$ cat src/hdl/efdf_pkg.sv
// Shared constants and types for the escaped frame deframer with Fletcher-16 check.
`default_nettype none
package efdf_pkg;

	// Header bytes covered by the checksum ahead of the payload (range 2..16)
	localparam int unsigned HEADER_BYTES = 6;

	localparam int unsigned IDX_W   = 10;
	localparam int unsigned TICK_W  = 16;
	localparam int unsigned CFG_IDX_W  = 3;
	localparam int unsigned CFG_DATA_W = 16;

	// Input opcodes
	localparam logic OP_BYTE = 1'b0;
	localparam logic OP_TICK = 1'b1;

	// Result kinds
	localparam logic KIND_DATA   = 1'b0;
	localparam logic KIND_STATUS = 1'b1;

	// Deframer phase
	localparam logic [1:0] PH_HUNT  = 2'd0;
	localparam logic [1:0] PH_FRAME = 2'd1;
	localparam logic [1:0] PH_ESC   = 2'd2;

	// Frame status codes
	localparam logic [2:0] ST_OK         = 3'd0;
	localparam logic [2:0] ST_HUNT_TO    = 3'd1;
	localparam logic [2:0] ST_ESC_BROKEN = 3'd2;
	localparam logic [2:0] ST_TOO_LONG   = 3'd3;
	localparam logic [2:0] ST_FRAME_TO   = 3'd4;
	localparam logic [2:0] ST_BAD_SUM    = 3'd5;

	// Configuration register indexes
	localparam logic [CFG_IDX_W-1:0] REG_START   = 3'd0;
	localparam logic [CFG_IDX_W-1:0] REG_END     = 3'd1;
	localparam logic [CFG_IDX_W-1:0] REG_ESCAPE  = 3'd2;
	localparam logic [CFG_IDX_W-1:0] REG_TIMEOUT = 3'd3;
	localparam logic [CFG_IDX_W-1:0] REG_MAXLEN  = 3'd4;

	localparam logic [IDX_W-1:0] IDX_MAX = {IDX_W{1'b1}};

	typedef struct packed {
		logic             kind;
		logic [7:0]       data;
		logic [2:0]       status;
		logic [IDX_W-1:0] count;
	} res_t;

endpackage
`default_nettype wire

$ cat src/hdl/escaped_frame_deframer_fletcher_core.sv
// Top level: byte-stuffed frame deframer with Fletcher-16 checksum and timeouts.
`default_nettype none
// Takes one transaction per clock (a received byte or a timer tick) and produces at most
// one result per transaction: a destuffed data byte or a frame status. All per-item work
// is a single registered pass: a result goes into the output register, or into the skid
// entry while the output is stalled, and the sustained rate is one item every cycle while
// in_stall is low. Results sit in an output register backed by one skid entry; in_stall
// follows that entry, so input is held only while a stalled result has a second one
// waiting behind it, and resumes the cycle after the skid entry moves to the output.
// Registers are written through the cfg port (always ready) and take effect immediately.
module escaped_frame_deframer_fletcher_core
	import efdf_pkg::*;
(
	input  wire logic                  clk,
	input  wire logic                  arst_n,
	input  wire logic                  in_valid,
	output      logic                  in_stall,
	input  wire logic                  opcode,
	input  wire logic [7:0]            rx_byte,
	output      logic                  out_valid,
	input  wire logic                  out_stall,
	output      logic                  out_kind,
	output      logic [7:0]            out_byte,
	output      logic [2:0]            status,
	output      logic [IDX_W-1:0]      frame_count,
	input  wire logic                  cfg_valid,
	output      logic                  cfg_ready,
	input  wire logic [CFG_IDX_W-1:0]  cfg_index,
	input  wire logic [CFG_DATA_W-1:0] cfg_data
);

	// configuration
	logic [7:0]        start_marker_q, end_marker_q, escape_marker_q;
	logic [TICK_W-1:0] timeout_ticks_q;
	logic [IDX_W-1:0]  max_frame_bytes_q;

	// deframer state
	logic [1:0]        phase_q, phase_d;
	logic              prev_esc_q, prev_esc_d;
	logic [TICK_W-1:0] tick_q, tick_d;
	logic [IDX_W-1:0]  plain_q, plain_d;
	logic [IDX_W-1:0]  idx_q, idx_d;
	logic [7:0]        len_q, len_d;
	logic [7:0]        sum_lo_q, sum_lo_d, sum_hi_q, sum_hi_d;
	logic [7:0]        chk_lo_q, chk_lo_d, chk_hi_q, chk_hi_d;

	// output register and skid entry
	logic out_valid_q, skid_valid_q;
	res_t out_q, skid_q;

	logic in_fire;
	logic res_valid;
	res_t res;
	logic do_clear;

	// absorb path results
	logic [7:0]       abs_len;
	logic [IDX_W-1:0] abs_end;
	logic [8:0]       lo_sum, hi_sum;
	logic [7:0]       abs_sum_lo, abs_sum_hi, abs_chk_lo, abs_chk_hi;
	logic [IDX_W-1:0] abs_idx;

	logic [IDX_W-1:0] need;
	logic [IDX_W:0]   plain_inc;
	logic             frame_good;

	assign cfg_ready = 1'b1;
	assign in_stall  = skid_valid_q;
	assign in_fire   = in_valid && !in_stall;

	always_ff @(posedge clk or negedge arst_n) begin
		if (!arst_n) begin
			start_marker_q    <= 8'd2;
			end_marker_q      <= 8'd3;
			escape_marker_q   <= 8'd27;
			timeout_ticks_q   <= TICK_W'(1000);
			max_frame_bytes_q <= IDX_W'(255);
		end else if (cfg_valid && cfg_ready) begin
			case (cfg_index)
				REG_START:   start_marker_q    <= cfg_data[7:0];
				REG_END:     end_marker_q      <= cfg_data[7:0];
				REG_ESCAPE:  escape_marker_q   <= cfg_data[7:0];
				REG_TIMEOUT: timeout_ticks_q   <= cfg_data[TICK_W-1:0];
				REG_MAXLEN:  max_frame_bytes_q <= cfg_data[IDX_W-1:0];
				default: ;
			endcase
		end
	end

	// Fletcher-16 byte update, else check-byte capture; frame byte 1 carries the payload length
	always_comb begin
		abs_len    = (idx_q == IDX_W'(1)) ? rx_byte : len_q;
		abs_end    = IDX_W'(HEADER_BYTES) + IDX_W'(abs_len);
		abs_sum_lo = sum_lo_q;
		abs_sum_hi = sum_hi_q;
		abs_chk_lo = chk_lo_q;
		abs_chk_hi = chk_hi_q;
		lo_sum     = 9'(sum_lo_q) + 9'(rx_byte);
		if (lo_sum >= 9'd255)
			lo_sum = lo_sum - 9'd255;
		hi_sum     = 9'(sum_hi_q) + lo_sum;
		if (hi_sum >= 9'd255)
			hi_sum = hi_sum - 9'd255;
		if (idx_q < abs_end) begin
			abs_sum_lo = lo_sum[7:0];
			abs_sum_hi = hi_sum[7:0];
		end else if (idx_q == abs_end) begin
			abs_chk_lo = rx_byte;
		end else if (idx_q == abs_end + IDX_W'(1)) begin
			abs_chk_hi = rx_byte;
		end
		abs_idx = (idx_q != IDX_MAX) ? idx_q + IDX_W'(1) : idx_q;
	end

	assign need       = IDX_W'(HEADER_BYTES) + IDX_W'(len_q) + IDX_W'(2);
	assign frame_good = (idx_q >= need) && (chk_lo_q == sum_lo_q) && (chk_hi_q == sum_hi_q);
	assign plain_inc  = {1'b0, plain_q} + (IDX_W+1)'(1);

	always_comb begin
		phase_d    = phase_q;
		prev_esc_d = prev_esc_q;
		tick_d     = tick_q;
		plain_d    = plain_q;
		idx_d      = idx_q;
		len_d      = len_q;
		sum_lo_d   = sum_lo_q;
		sum_hi_d   = sum_hi_q;
		chk_lo_d   = chk_lo_q;
		chk_hi_d   = chk_hi_q;
		res_valid  = 1'b0;
		res        = '0;
		do_clear   = 1'b0;

		if (in_fire) begin
			if (opcode == OP_TICK) begin
				if (tick_q >= timeout_ticks_q) begin
					do_clear   = 1'b1;
					res_valid  = 1'b1;
					res.kind   = KIND_STATUS;
					case (phase_q)
						PH_HUNT: res.status = ST_HUNT_TO;
						PH_ESC:  res.status = ST_ESC_BROKEN;
						default: res.status = ST_FRAME_TO;
					endcase
				end else begin
					tick_d = tick_q + TICK_W'(1);
				end
			end else begin
				case (phase_q)
					PH_HUNT: begin
						if (rx_byte == start_marker_q && !prev_esc_q)
							do_clear = 1'b1;
						else
							prev_esc_d = (rx_byte == escape_marker_q);
					end
					PH_ESC: begin
						phase_d   = PH_FRAME;
						len_d     = abs_len;
						sum_lo_d  = abs_sum_lo;
						sum_hi_d  = abs_sum_hi;
						chk_lo_d  = abs_chk_lo;
						chk_hi_d  = abs_chk_hi;
						idx_d     = abs_idx;
						res_valid = 1'b1;
						res.kind  = KIND_DATA;
						res.data  = rx_byte;
					end
					PH_FRAME: begin
						// end marker wins over escape marker
						if (rx_byte == end_marker_q) begin
							do_clear   = 1'b1;
							res_valid  = 1'b1;
							res.kind   = KIND_STATUS;
							res.status = frame_good ? ST_OK : ST_BAD_SUM;
							res.count  = frame_good ? plain_q : '0;
						end else if (rx_byte == escape_marker_q) begin
							phase_d = PH_ESC;
						end else if (plain_inc > {1'b0, max_frame_bytes_q}) begin
							do_clear   = 1'b1;
							res_valid  = 1'b1;
							res.kind   = KIND_STATUS;
							res.status = ST_TOO_LONG;
						end else begin
							plain_d   = plain_inc[IDX_W-1:0];
							len_d     = abs_len;
							sum_lo_d  = abs_sum_lo;
							sum_hi_d  = abs_sum_hi;
							chk_lo_d  = abs_chk_lo;
							chk_hi_d  = abs_chk_hi;
							idx_d     = abs_idx;
							res_valid = 1'b1;
							res.kind  = KIND_DATA;
							res.data  = rx_byte;
						end
					end
					default: do_clear = 1'b1;
				endcase
			end
		end

		if (do_clear) begin
			// a start marker in hunt (or an unused phase) opens a frame; every clear that reports a status goes back to hunting
			phase_d    = (res_valid) ? PH_HUNT : PH_FRAME;
			prev_esc_d = 1'b0;
			tick_d     = '0;
			plain_d    = '0;
			idx_d      = '0;
			len_d      = '0;
			sum_lo_d   = '0;
			sum_hi_d   = '0;
			chk_lo_d   = '0;
			chk_hi_d   = '0;
		end
	end

	always_ff @(posedge clk or negedge arst_n) begin
		if (!arst_n) begin
			phase_q    <= PH_HUNT;
			prev_esc_q <= 1'b0;
			tick_q     <= '0;
			plain_q    <= '0;
			idx_q      <= '0;
			len_q      <= '0;
			sum_lo_q   <= '0;
			sum_hi_q   <= '0;
			chk_lo_q   <= '0;
			chk_hi_q   <= '0;
		end else begin
			phase_q    <= phase_d;
			prev_esc_q <= prev_esc_d;
			tick_q     <= tick_d;
			plain_q    <= plain_d;
			idx_q      <= idx_d;
			len_q      <= len_d;
			sum_lo_q   <= sum_lo_d;
			sum_hi_q   <= sum_hi_d;
			chk_lo_q   <= chk_lo_d;
			chk_hi_q   <= chk_hi_d;
		end
	end

	// Output register with one skid entry behind it
	always_ff @(posedge clk or negedge arst_n) begin
		if (!arst_n) begin
			out_valid_q  <= 1'b0;
			skid_valid_q <= 1'b0;
		end else if (!out_valid_q || !out_stall) begin
			if (skid_valid_q) begin
				out_valid_q  <= 1'b1;
				skid_valid_q <= 1'b0;
			end else begin
				out_valid_q <= res_valid;
			end
		end else if (res_valid) begin
			skid_valid_q <= 1'b1;
		end
	end

	always_ff @(posedge clk) begin
		if (!out_valid_q || !out_stall) begin
			out_q <= skid_valid_q ? skid_q : res;
		end else if (res_valid) begin
			skid_q <= res;
		end
	end

	assign out_valid   = out_valid_q;
	assign out_kind    = out_q.kind;
	assign out_byte    = out_q.data;
	assign status      = out_q.status;
	assign frame_count = out_q.count;

	// skid entry only fills behind a held result
	assert property (@(posedge clk) disable iff (!arst_n) skid_valid_q |-> out_valid_q)
		else $error("skid entry valid without output result");

	// hunting always starts from a cleared frame
	assert property (@(posedge clk) disable iff (!arst_n)
		(phase_q == PH_HUNT) |-> (idx_q == '0 && plain_q == '0 && len_q == '0))
		else $error("frame counters not cleared while hunting");

	// escape history is only tracked while hunting
	assert property (@(posedge clk) disable iff (!arst_n) (phase_q != PH_HUNT) |-> !prev_esc_q)
		else $error("escape history left set inside a frame");

	// mod-255 sums never reach 255
	assert property (@(posedge clk) disable iff (!arst_n)
		(sum_lo_q != 8'd255) && (sum_hi_q != 8'd255))
		else $error("Fletcher sum out of range");

	// a stalled result with an idle skid entry never gets overwritten
	assert property (@(posedge clk) disable iff (!arst_n)
		(out_valid_q && out_stall && !skid_valid_q && res_valid) |=> skid_valid_q)
		else $error("result lost under output stall");

endmodule
`default_nettype wire
$ cat config.mk
export PLATFORM = sky130hd
export DESIGN_NAME = escaped_frame_deframer_fletcher_core
export DESIGN_NICKNAME = d
export VERILOG_FILES = /design/src/hdl/efdf_pkg.sv /design/src/hdl/escaped_frame_deframer_fletcher_core.sv
export SDC_FILE = /design/constraint.sdc
export NUM_CORES = 1
export LEC_CHECK = 0
export BUFFER_PORTS_ARGS = -buffer_cell sky130_fd_sc_hd__buf_2
export CORE_MARGIN = 3
export CORE_UTILIZATION = 67
export DETAILED_ROUTE_END_ITERATION = 8
export GPL_TIMING_DRIVEN = 0
export HOLD_SLACK_MARGIN = 0.03
export PLACE_DENSITY = 0.95
export SLEW_MARGIN = 20
export SYNTH_ARGS = -nofsm -noshare
export SYNTH_HDL_FRONTEND = slang
export SYNTH_SLANG_ARGS = --single-unit
$ cat constraint.sdc
create_clock -name clk -period 15.2 [get_ports clk]
set_input_delay 1.52 -clock clk [delete_from_list [all_inputs] [get_ports clk]]
set_output_delay 1.52 -clock clk [all_outputs]
set_load 0.05 [all_outputs]
======== Word-level counts from Yosys, hierarchy flattened ========
Cells that the tools add are included.
cells by class
  add/subtract/negate cells ............... 11
  $mul .................................... 0
  divide/modulo/power cells ............... 0
  order comparisons ....................... 6
  equality and inequality tests ........... 25
  shifts and indexed selects .............. 0
  mux-type cells .......................... 111
  bitwise operators ....................... 1
  reductions and logical operators ........ 28
operators by type and width
  kind                                                                count
  2-to-1 mux 8 bit                                                    42
  2-to-1 mux 10 bit                                                   17
  case mux 8 bit (2 select lines)                                     5
  2-to-1 mux 16 bit                                                   4
  2-to-1 mux 22 bit                                                   2
  == test 8 bit                                                       5
  2-to-1 mux 1 bit                                                    22
  case mux 10 bit (2 select lines)                                    1
  adder 3 x 8 -> 9 bit (first input constant)                         2
  greater-or-equal comparator 9 x 8 -> 1 bit (second input constant)  2
  case mux 9 bit (2 select lines)                                     1
  adder 16 x 1 -> 16 bit (second input constant)                      1
  greater-or-equal comparator 16 bit                                  1
  2-to-1 mux 13 bit                                                   1
  2-to-1 mux 12 bit                                                   1
  2-to-1 mux 2 bit                                                    6
  2-to-1 mux 3 bit                                                    4
  != test 3 bit (second input constant)                               4
  AND reduction 2 bit                                                 6
  AND reduction 6 bit                                                 2
  adder 10 x 1 -> 11 bit (second input constant)                      1
  greater-than comparator 11 x 10 -> 1 bit                            1
  adder 10 x 1 -> 10 bit (second input constant)                      1
  adder 9 x 1 -> 10 bit (second input constant)                       1
  34 further kinds                                                    49
word-level totals
  bits in registers ....................... 175
  latch bits .............................. 0
  RAM bits ................................ 0
  bits in read-only memories .............. 0
  input bits .............................. 33
  output and inout port bits .............. 25
  word-level logic and storage cells ...... 207
  memories ................................ 0

======== Logic depth before layout (Yosys ltp) ========
Gate-level depths: netlist of the first run.
  depth in word-level cells ............... 15
  mapped depth ............................ 25
  depth with buffers taken out ............ 25

======== Worst setup path after synthesis of the first run ========
No wires, ideal clock.
  path kind ............................... input-to-reg
  from .................................... in rx_byte[1]
  to ...................................... reg sum_hi_q[1]
  library setup time ...................... 0.122 ns
  data arrival time ....................... 6.724 ns
  required time ........................... 15.078 ns
  setup slack ............................. 8.354 ns
  cell stages on the path ................. 23
  cells stage by stage .................... ha_1 > a21o_1 > a21oi_1 > o211ai_1 > o31ai_1 > xor2_1 > nor2_1 > ha_1 > or3_1 > o41ai_1 > o21ai_1 > xor2_1 > ha_1 > inv_1 > fa_1 > xnor2_1 > nand3_1 > or4_1 > nor4_1 > o211ai_1 > nand4_2 > mux2i_1 > o21ai_1
on the way
  cells in the longest elaborated chain, start to end .. 14
RTL lines
  what                                                                                     line                                                                                      text
  from (decl)                                                                              escaped_frame_deframer_fletcher_core.sv:19                                                input wire logic [7:0] rx_byte,
  adder 8 x 8 -> 9 bit                                                                     escaped_frame_deframer_fletcher_core.sv:98                                                lo_sum = 9'(sum_lo_q) + 9'(rx_byte);
  subtractor 9 x 8 -> 9 bit or greater-or-equal comparator 9 x 8 -> 1 bit (tied branches)  escaped_frame_deframer_fletcher_core.sv:100, escaped_frame_deframer_fletcher_core.sv:99
  2-to-1 mux 9 bit                                                                         escaped_frame_deframer_fletcher_core.sv:99                                                if (lo_sum >= 9'd255)
  adder 8 x 9 -> 9 bit                                                                     escaped_frame_deframer_fletcher_core.sv:101                                               hi_sum = 9'(sum_hi_q) + lo_sum;
  subtractor 8 bit or greater-or-equal comparator 9 x 8 -> 1 bit (tied branches)           escaped_frame_deframer_fletcher_core.sv:103, escaped_frame_deframer_fletcher_core.sv:102
  2-to-1 mux 8 bit                                                                         escaped_frame_deframer_fletcher_core.sv:102                                               if (hi_sum >= 9'd255)
  2-to-1 mux 8 bit                                                                         escaped_frame_deframer_fletcher_core.sv:104                                               if (idx_q < abs_end) begin
  2-to-1 mux 8 bit                                                                         escaped_frame_deframer_fletcher_core.sv:178                                               end else if (plain_inc > {1'b0, max_frame_bytes_q}) begin
  2-to-1 mux 8 bit                                                                         escaped_frame_deframer_fletcher_core.sv:176                                               end else if (rx_byte == escape_marker_q) begin
  2-to-1 mux 8 bit                                                                         escaped_frame_deframer_fletcher_core.sv:170                                               if (rx_byte == end_marker_q) begin
  case mux 8 bit (2 select lines)                                                          escaped_frame_deframer_fletcher_core.sv:149                                               case (phase_q)
  2-to-1 mux 8 bit                                                                         escaped_frame_deframer_fletcher_core.sv:135                                               if (opcode == OP_TICK) begin
  2-to-1 mux 8 bit                                                                         escaped_frame_deframer_fletcher_core.sv:134                                               if (in_fire) begin
  2-to-1 mux 8 bit                                                                         escaped_frame_deframer_fletcher_core.sv:201                                               if (do_clear) begin
  to (signal assigned)                                                                     escaped_frame_deframer_fletcher_core.sv:236                                               sum_hi_q <= sum_hi_d;
  to (decl)                                                                                escaped_frame_deframer_fletcher_core.sv:44                                                logic [7:0] sum_lo_q, sum_lo_d, sum_hi_q, sum_hi_d;
Several ways; a longest one is shown, not always the timed one. The select of a mux whose other input is x is not followed.
A chain may end at the register's enable or synchronous reset.

======== Worst setup path in the final report of the first run ========
Same ends and word-level chain as after synthesis.

==> results of run 1 <==
-- registers in the layout (all words and copies together) (netlist names), 10 cells and up --
signal	count
frame_count	10
idx_q	10
max_frame_bytes_q	10
plain_q	10
skid_q	22
tick_q	16
timeout_ticks_q	16
-- worst paths after layout --
kind	start	endpoint	slack [ns]	cells past startpoint
max	rx_byte[1]	sum_hi_q[1]	7.46	23
min	prev_esc_q	prev_esc_q	0.50	2
min in group asynchronous	arst_n	len_q[1]	0.92	1
max reg2reg	sum_lo_q[1]	sum_hi_q[1]	8.19	22
max in group asynchronous	arst_n	end_marker_q[1]	13.49	2
min reg2reg	prev_esc_q	prev_esc_q	0.50	2
-- logic make-up after synthesis --
| kind of cell | Yosys count | synth area share [%] |
|---|---|---|
| buffers and inverters | 119 | 4.546 |
| adder cells (fa/ha/maj) | 79 | 9.116 |
| AO/OA/AOI/OAI | 206 | 12.79 |
| XOR/XNOR | 104 | 8.343 |
| other | 1 | 0.03407 |
| AND/OR/NAND/NOR | 340 | 16.02 |
| multiplexers | 72 | 7.138 |
| flip-flops | 175 | 42.02 |
-- synth_stat cells, types with 6 or more instances --
library cell	count
dfrtp_1	110
nand2_1	89
xnor2_1	82
ha_1	77
inv_1	70
nor2_1	58
o21ai_0	51
edfxtp_1	44
mux2_2	42
a21o_1	34
mux2i_1	29
a21oi_1	28
clkbuf_1	27
nand3_1	27
nor4_1	25
a22o_1	23
and2_1	23
nand4_1	22
dfstp_2	21
nor3_1	21
xor2_1	21
buf_2	16
or3_1	14
and3_1	10
nor2b_1	10
o211ai_1	9
nand2b_1	8
o2111ai_1	6
o21ai_1	6
or2_2	6
-- worst max-delay path, delay by kind of cell --
kind,cells,cell delay [ns]
compound gates,8,2.20
xor+xnor,3,0.99
fa+ha+maj,4,1.17
buf+inv,2,0.20
mux,1,0.26
simple gates,5,1.70
-- where the power goes --
group	switching (W)	internal, W	total [W]
clock	0.000208	0.000252	0.000460
sequential	0.0000877	0.000585	0.000672
combinational	0.000615	0.000399	0.00101
total	0.000911	0.00124	0.00215
-- placed cells by master, fill, tap and decap left out, types with 6 or more instances in the layout --
cell type	synthesis	routed
nand2b_1	8	8
o2111ai_1	6	6
nand2_1	89	89
a22o_1	23	23
xnor2_1	82	82
a21oi_1	28	28
edfxtp_1	44	44
o21ai_1	6	6
ha_1	77	77
or2_2	6	6
nor2b_1	10	9
inv_1	70	70
mux2_2	42	42
xor2_1	21	21
a21o_1	34	34
nor3_1	21	20
dfrtp_1	110	110
and2_1	23	23
nor2_1	58	58
o21ai_0	51	51
nand4_1	22	22
or3_1	14	14
buf_2	16	69
nand3_1	27	27
nor4_1	25	24
o211ai_1	9	9
clkbuf_1	27	28
and3_1	10	10
mux2i_1	29	29
dfstp_2	21	21
clkbuf_16	0	17
-- final cells by class --
class | instances | area share [%]
well taps | 216 | 2.206
multi-input cells | 802 | 48.17
plain buffers | 49 | 1.940
clock inverters | 14 | 1.654
flip-flops and latches | 175 | 37.75
inverters | 70 | 2.144
clock buffers | 18 | 3.503
repair buffers | 56 | 2.635
-- layer usage --
| metal | vias up | track usage, % |
|---|---|---|
| li1 | 4083 | - |
| met1 | 4390 | 41.24 |
| met2 | 559 | 50.75 |
| met3 | 110 | 8.290 |
| met4 | 0 | 15.10 |
| met5 | - | 0 |
-- per-stage QoR --
step,instance area (µm²),instances
6_report,12250,1400
5_1_grt,12250,1400
4_1_cts,12250,1400
3_5_place_dp,11610,1368
3_3_place_gp,11550,1366
2_1_floorplan,11010,1096
==> impl_metrics.tcl, run 1 <==
set metrics [dict create \
    crit_top_cell "ha_1" \
    p_leak_nw 5.556 \
    h-tree-depth 4 \
    cts_resized 0 \
    timing.hold.ws_ns 0.5034 \
    worstPathMaxFanout 7 \
    hold_class "flop to flop" \
    synth_top_cell_area_share_pct 25.01 \
    clock-sinks 175 \
    rows 46 \
    critPathSlowestCell "o41ai_1" \
    setup_viol 0 \
    grt_pass1_vias 9183 \
    antenna_found_initial 0 \
    peakVddDrop_mv 0.1672 \
    yosysSeqAreaShare_pct 42.02 \
    hpwl_um 19550 \
    grt_setup_unrepaired "no" \
    avgSynthCellArea_um2 10.04 \
    top_layer_used "met4" \
    critPathKind "input port to flop" \
    synth_area_um2 11010 \
    p_per_area_nw_per_um2 175.2 \
    yosys_most_used_dff "dfrtp_1" \
    ys_async_sr_fraction_pct 74.86 \
    max-clock-path-buffers 2 \
    tightest_slew_ns 1.004 \
    dpl_worst_slack_ns 7.265 \
    crit_path_max_incr_delay_ns 0.63 \
    wirelength_um 28100 \
    grt_max_degree 103 \
    synth_top_area_cell "dfrtp_1" \
    area_growth_pct 11.31 \
    cts_made_buffers 17 \
    drive_gt1_share_pct 16.64 \
    cts_tree "built" \
    die_h_um 134.2 \
    finalMaxSlewViolations 0 \
    slew_headroom_pct 31.34 \
    path_clk_slew_ns 0.07 \
    layout.nets 1283 \
    post-cts-setup-buffers 0 \
    cap_violations 0 \
    fin_setup_tns_ns 0 \
    routedWlPerCell_um 20.07 \
    grt_remaining_overflow 0 \
    dr.first_iter.drc_count 973 \
    ant_nets 0 \
    die_x_um 134.2 \
    worstPathCellList "buf_2 > ha_1 > a21o_1 > a21oi_1 > o211ai_1 > o31ai_1 > xor2_1 > nor2_1 > ha_1 > o41ai_1 > o21ai_1 > xor2_1 > ha_1 > inv_1 > fa_1 > xnor2_1 > nand3_1 > or4_1 > nor4_1 > o211ai_1 > nand4_2 > mux2i_1 > o21ai_1" \
    wl_met3_um 2905 \
    timing.final.ws_setup_ns 7.464 \
    skew_ns 0.007816 \
    synth-seq-cells 175 \
    met2_wirelength_um 13130 \
    ys_types 75 \
    wl_met1_um 11050 \
    total_power_w 0.002147 \
    start_util_pct 68.80 \
    arrival_ns 8.06 \
    track_usage_pct 31.95 \
    post-route-util_pct 76.58 \
    synth_area_leaders "dfrtp_1 25%, edfxtp_1 12%, ha_1 8.8%" \
    port_buffers 54 \
    min_period_ns 7.736 \
    yosys_warnings 0 \
    num_antenna_cells 0 \
    hold_buffers 0 \
    finalHoldViolCount 0 \
    cts_root_buf "clkbuf_16" \
    gp_congestion 0.9668 \
    vias_per_cell 6.530 \
    end_kind "flop" \
    io_pins 58 \
    fmax_mhz 129.3 \
    final.fill_count 984 \
    die_area_um2 18000 \
    via_count 9142 \
    multi_input_area_um2 5902 \
    drc 0 \
    clk_latency_ns 0.45 \
    syn_inst 1096 \
    synth_edf_count 44 \
    grt_pass1_wl_um 45660 \
    worstPathRequired_ns 15.53 \
    finalCritPeriodShare_pct 50.89 \
    synth_fp_nets 1208 \
    status "finished, final reports clean" \
    first_pass_iters 5 \
    register_area_um2 4626 \
    fp.coreArea_um2 16000 \
    critPathLaunchType "input port" \
]
Power figures use the tool's default switching activity.
==> run 2, diff against run 1 <==
--- a/config.mk
+++ b/config.mk
@@ -7,11 +7,11 @@
 export LEC_CHECK = 0
 export BUFFER_PORTS_ARGS = -buffer_cell sky130_fd_sc_hd__buf_2
 export CORE_MARGIN = 3
-export CORE_UTILIZATION = 67
+export CORE_UTILIZATION = 56
 export DETAILED_ROUTE_END_ITERATION = 8
 export GPL_TIMING_DRIVEN = 0
 export HOLD_SLACK_MARGIN = 0.03
-export PLACE_DENSITY = 0.95
+export PLACE_DENSITY = 0.86
 export SLEW_MARGIN = 20
 export SYNTH_ARGS = -nofsm -noshare
 export SYNTH_HDL_FRONTEND = slang
==> constraint.sdc (replaced) <==
create_clock -name clk -period 6.44 [get_ports clk]
set_input_delay 0.644 -clock clk [delete_from_list [all_inputs] [get_ports clk]]
set_output_delay 0.644 -clock clk [all_outputs]
set_load 0.05 [all_outputs]
==> run 2 against run 1 <==
Wire length shrank 4.5%. Sequential power grew 140%. Critical endpoint is now sum_hi_q[3]. Largest power group unchanged. Non-clock buffer count grew 6. Largest cell class unchanged. Worst hold slack lost 0.39 ns. Sequential share of layout area shrank 0.36 points. Clock skew grew 0.0039 ns.
==> impl_metrics.tcl, run 2 (synthesis results as in run 1) <==
set metrics [dict create \
    status "finished, final reports clean" \
    hold_buffers 0 \
    setup_viol 0 \
    hold_class "input port to async pin" \
    grt_pass1_vias 8653 \
    final_cell_mix "110 x dfrtp_1, 89 x nand2_1, 81 x xnor2_1" \
    peakVddDrop_mv 0.3463 \
    finalMaxSlewViolations 0 \
    tightest_slew_ns 0.9896 \
    start_util_pct 57.88 \
    via_count 8923 \
    first_pass_iters 7 \
    clock-sinks 175 \
    cap_violations 0 \
    post-route-util_pct 65.05 \
    rr_worst_depth 24 \
    drive_gt1_share_pct 17.39 \
    wirelength_um 26830 \
    rows 50 \
    dr.first_iter.drc_count 977 \
    hpwl_um 18870 \
    worstPathMaxFanout 7 \
    grt_pass1_wl_um 43340 \
    area_growth_pct 12.39 \
    drc 0 \
    r2r_slack_ns 0.23 \
    port_buffers 54 \
    die_x_um 146.2 \
    register_area_um2 4626 \
    regMostFlops "skid_q" \
    cts_tree "built" \
    cts_made_buffers 17 \
    place_inst 1412 \
    fp.coreArea_um2 19020 \
    final.fill_count 1430 \
    largest_reg_flops 22 \
    die_h_um 146.2 \
    worstPathCellList "ha_1 > a21o_1 > a21oi_1 > o211ai_1 > o31ai_2 > xor2_1 > nor2_1 > ha_1 > or3_1 > o41ai_2 > o21ai_2 > xor2_1 > ha_1 > inv_1 > fa_1 > nor2b_1 > o21ai_0 > nor3b_2 > or4_1 > nor4_4 > o211ai_1 > nand4_4 > mux2i_1 > nand2_1" \
    p_leak_nw 5.594 \
    reg_top3 "skid_q x22, tick_q x16, timeout_ticks_q x16" \
    routedWlPerCell_um 18.50 \
    clk_latency_ns 0.44 \
    fmax_mhz 161.0 \
    skew_ns 0.01168 \
    critPathSlowestCell "or4_1" \
    path_clk_slew_ns 0.07 \
    arrival_ns 6.54 \
    crit_top_cell "ha_1" \
    layout_commonest_cell "dfrtp_1" \
    worstPathRequired_ns 6.77 \
    num_antenna_cells 0 \
    critPathKind "flop to flop" \
    multi_input_area_um2 5948 \
    max-clock-path-buffers 2 \
    antenna_found_initial 0 \
    finalHoldViolCount 0 \
    p_per_area_nw_per_um2 411.9 \
    grt_remaining_overflow 0 \
    reg2reg_from "sum_lo_q[1]" \
    total_power_w 0.005096 \
    vias_per_cell 6.154 \
    critPathLaunchType "flop" \
    r2r-end "sum_hi_q[3]" \
    crit_path_max_incr_delay_ns 0.59 \
    grt_max_degree 79 \
    slew_headroom_pct 33.52 \
    fin_setup_tns_ns 0 \
    layout.nets 1289 \
    end_kind "flop" \
    timing.hold.ws_ns 0.1088 \
    track_usage_pct 24.96 \
    instances_no_fill 1450 \
    die_area_um2 21380 \
    io_pins 58 \
    min_period_ns 6.211 \
    cts_root_buf "clkbuf_16" \
    gp_congestion 0.9733 \
    h-tree-depth 4 \
    finalCritPeriodShare_pct 96.45 \
    ant_nets 0 \
]
==> run 2: critical path: cells and delay by family (launching register included) <==
kind / cells / cell delay [ns]
simple gates: 8 / 2.11
mux: 1 / 0.25
fa+ha+maj: 4 / 1.20
compound gates: 8 / 1.50
buf+inv: 1 / 0.07
flops: 1 / 0.45
xor+xnor: 2 / 0.52
==> run 2: area by class of cell <==
cell class,instances,area share [%]
Buffer,49,1.922
Clock buffer,18,3.469
Clock inverter,14,1.446
Inverter,70,2.124
Multi-Input combinational cell,802,48.08
Sequential cell,175,37.39
Tap cell,260,2.629
Timing Repair Buffer,62,2.943
==> run 2: worst max path at each step <==
stage	from	endpoint	slack, ns
6_report	sum_lo_q[1]	sum_hi_q[3]	0.23
2_1_floorplan	rx_byte[1]	sum_hi_q[1]	0.47
5_1_grt	sum_lo_q[1]	sum_hi_q[4]	-0.08
3_5_place_dp	rx_byte[1]	sum_hi_q[1]	-0.36
4_1_cts	sum_lo_q[1]	sum_hi_q[3]	0.02
3_3_place_gp	rx_byte[1]	sum_hi_q[1]	-0.31
==> run 2: timing repair <==
action | in CTS | in global routing
resized for setup | 2 | 8
endpoints found under the setup margin | 8 | 15
pin swaps | 0 | 2
setup buffers | 0 | 6
==> run 2: metrics by stage <==
step / instance area, µm² / worst slack [ns]
CTS: 12270 / 0.01513
global placement: 11600 / -0.3088
floorplan: 11010 / 0.4702
global route: 12370 / -0.07938
detailed placement: 11650 / -0.3564
finish: 12370 / 0.2287
==> run 2: power breakdown <==
part / leakage, nW / internal, W / switching [W]
Sequential: 2.13 / 0.00138 / 0.000198
Combinational: 3.17 / 0.000990 / 0.00144
Clock: 0.297 / 0.000618 / 0.000464
Total: 5.59 / 0.00299 / 0.00211
==> run 2: layer usage <==
| layer | GRT usage [%] | vias to the layer above | wire, µm |
|---|---|---|---|
| li1 | - | 4090 | - |
| met5 | 0 | - | 0 |
| met4 | 9.031 | 0 | 800 |
| met1 | 34.74 | 4326 | 11680 |
| met2 | 38.50 | 434 | 12240 |
| met3 | 5.773 | 73 | 2110 |
==> run 3, diff against run 2 <==
--- a/config.mk
+++ b/config.mk
@@ -7,11 +7,11 @@
 export LEC_CHECK = 0
 export BUFFER_PORTS_ARGS = -buffer_cell sky130_fd_sc_hd__buf_2
 export CORE_MARGIN = 3
-export CORE_UTILIZATION = 56
+export CORE_UTILIZATION = 62
 export DETAILED_ROUTE_END_ITERATION = 8
 export GPL_TIMING_DRIVEN = 0
 export HOLD_SLACK_MARGIN = 0.03
-export PLACE_DENSITY = 0.86
+export PLACE_DENSITY = 0.9
 export SLEW_MARGIN = 20
 export SYNTH_ARGS = -nofsm -noshare
 export SYNTH_HDL_FRONTEND = slang
==> constraint.sdc (replaced) <==
create_clock -name clk -period 7.09 [get_ports clk]
set_input_delay 0.709 -clock clk [delete_from_list [all_inputs] [get_ports clk]]
set_output_delay 0.709 -clock clk [all_outputs]
set_load 0.05 [all_outputs]
==> run 3 against run 2 <==
First-iteration DRC count is 6.3% lower. Critical endpoint is now sum_hi_q[7]. Register-to-register slack better by 0.23 ns. Cell area is 0.87% lower. Combinational power is 11% lower. Cell count is 2.8% lower. Sequential power is 9% lower. Worst hold slack better by 0.017 ns.
==> impl_metrics.tcl, run 3 (synthesis results as in run 1) <==
set metrics [dict create \
    dr.first_iter.drc_count 915 \
    wirelength_um 27580 \
    drc 0 \
    rows 48 \
    cts_resized 0 \
    largest_reg_flops 22 \
    critPathSlowestCell "dfrtp_1" \
    path_clk_slew_ns 0.06 \
    worstPathCellList "ha_1 > a21o_1 > a21oi_1 > o211ai_1 > o31ai_1 > xor2_1 > nor2_1 > ha_1 > or3_1 > o41ai_2 > o21ai_1 > xor2_1 > ha_1 > inv_1 > fa_1 > nor2b_1 > o21ai_0 > a21boi_2 > o211ai_1 > a21o_1 > a41oi_1 > nand4_2 > and4_1 > a221o_1" \
    max-clock-path-buffers 2 \
    routedWlPerCell_um 19.57 \
    regMostFlops "skid_q" \
    hold_class "input port to async pin" \
    clock-sinks 175 \
    post-cts-setup-buffers 0 \
    critPathKind "flop to flop" \
    h-tree-depth 4 \
    io_pins 58 \
    hpwl_um 19290 \
    slew_headroom_pct 30.75 \
    area_growth_pct 11.41 \
    clk_latency_ns 0.44 \
    fmax_mhz 150.8 \
    peakVddDrop_mv 0.3511 \
    reg_top3 "skid_q x22, tick_q x16, timeout_ticks_q x16" \
    start_util_pct 63.42 \
    num_antenna_cells 0 \
    register_area_um2 4626 \
    drive_gt1_share_pct 16.72 \
    antenna_found_initial 1 \
    end_kind "flop" \
    finalCritPeriodShare_pct 93.52 \
    total_power_w 0.004578 \
    p_leak_nw 5.558 \
    first_pass_iters 5 \
    arrival_ns 6.95 \
    worstPathRequired_ns 7.41 \
    layout.nets 1283 \
    layout_commonest_cell "dfrtp_1" \
    fin_setup_tns_ns 0 \
    worstPathMaxFanout 7 \
    p_per_area_nw_per_um2 373.3 \
    hold_buffers 0 \
    cts_tree "built" \
    gp_congestion 0.9712 \
    crit_top_cell "ha_1" \
    finalHoldViolCount 0 \
    multi_input_area_um2 5922 \
    grt_remaining_overflow 0 \
    ant_nets 0 \
    port_buffers 54 \
    die_h_um 139.2 \
    fp.coreArea_um2 17360 \
    die_x_um 139.2 \
    status "finished, final reports clean" \
    setup_viol 0 \
    critPathLaunchType "flop" \
    place_area_um2 11620 \
    cts_made_buffers 17 \
    tightest_slew_ns 1.013 \
    vias_per_cell 6.351 \
    via_count 8948 \
    postLayoutCellArea_um2 12260 \
    grt_max_degree 104 \
    crit_path_max_incr_delay_ns 0.46 \
    die_area_um2 19390 \
    grt_pass1_vias 9031 \
    finalMaxSlewViolations 0 \
    track_usage_pct 28.56 \
    min_period_ns 6.631 \
    grt_setup_unrepaired "no" \
    grt_pass1_wl_um 44940 \
    cap_violations 0 \
    final_cell_mix "110 x dfrtp_1, 89 x nand2_1, 81 x xnor2_1" \
    final.fill_count 1140 \
    skew_ns 0.01170 \
    cts_root_buf "clkbuf_16" \
]
## run 3: where the power goes
part           leakage [nW]  internal, W  total [W]  switching (W)
Sequential             2.13      0.00125    0.00144       0.000182
Clock                 0.296     0.000563   0.000980       0.000417
Combinational          3.13     0.000864    0.00216        0.00130
Total                  5.56      0.00268    0.00458        0.00190
## run 3: metal layers
| layer | track usage (%) | vias up | part of all wire, % |
|---|---|---|---|
| met3 | 4.674 | 91 | 7.4 |
| met5 | 0 | - | 0.19 |
| met2 | 46.92 | 461 | 48 |
| met1 | 38.00 | 4319 | 42 |
| li1 | - | 4075 | - |
| met4 | 11.64 | 2 | 3.2 |
## run 3: layout make-up
cell class	instances	share of cell area, %
Buffer	49	1.938
Clock buffer	18	3.499
Clock inverter	14	1.489
Inverter	70	2.142
Multi-Input combinational cell	802	48.29
Sequential cell	175	37.72
Tap cell	225	2.295
Timing Repair Buffer	56	2.632
## run 3: per-stage QoR
stage	setup WS, ns	hold WS, ns	cells	util (%)
CTS	0.2220	0.1315	1409	70.47
floorplan	1.055	0.4134	1096	-
detailed placement	0.02959	0.4665	1377	66.95
finish	0.4592	0.1260	1409	70.66
global placement	0.2773	0.4474	1375	66.60
global route	0.007669	0.1412	1409	70.66
## run 3: path summary, 6_finish.rpt
path | to | depth (start not counted) | startpoint | slack (ns)
min in group clk | prev_esc_q | 2 | prev_esc_q | 0.48
worst min-delay path | len_q[6] | 1 | arst_n | 0.13
worst max register to register | sum_hi_q[7] | 24 | sum_lo_q[1] | 0.46
worst min register to register | prev_esc_q | 2 | prev_esc_q | 0.48
max in group asynchronous | escape_marker_q[1] | 2 | arst_n | 6.19
worst max-delay path | sum_hi_q[7] | 24 | sum_lo_q[1] | 0.46
## run 3: critical path, delay by kind of cell (launching register included)
family / cells / cell delay (ns)
compound gates: 12 / 2.72
xor+xnor: 2 / 0.66
fa+ha+maj: 4 / 1.20
buf+inv: 1 / 0.07
flops: 1 / 0.46
simple gates: 5 / 1.38
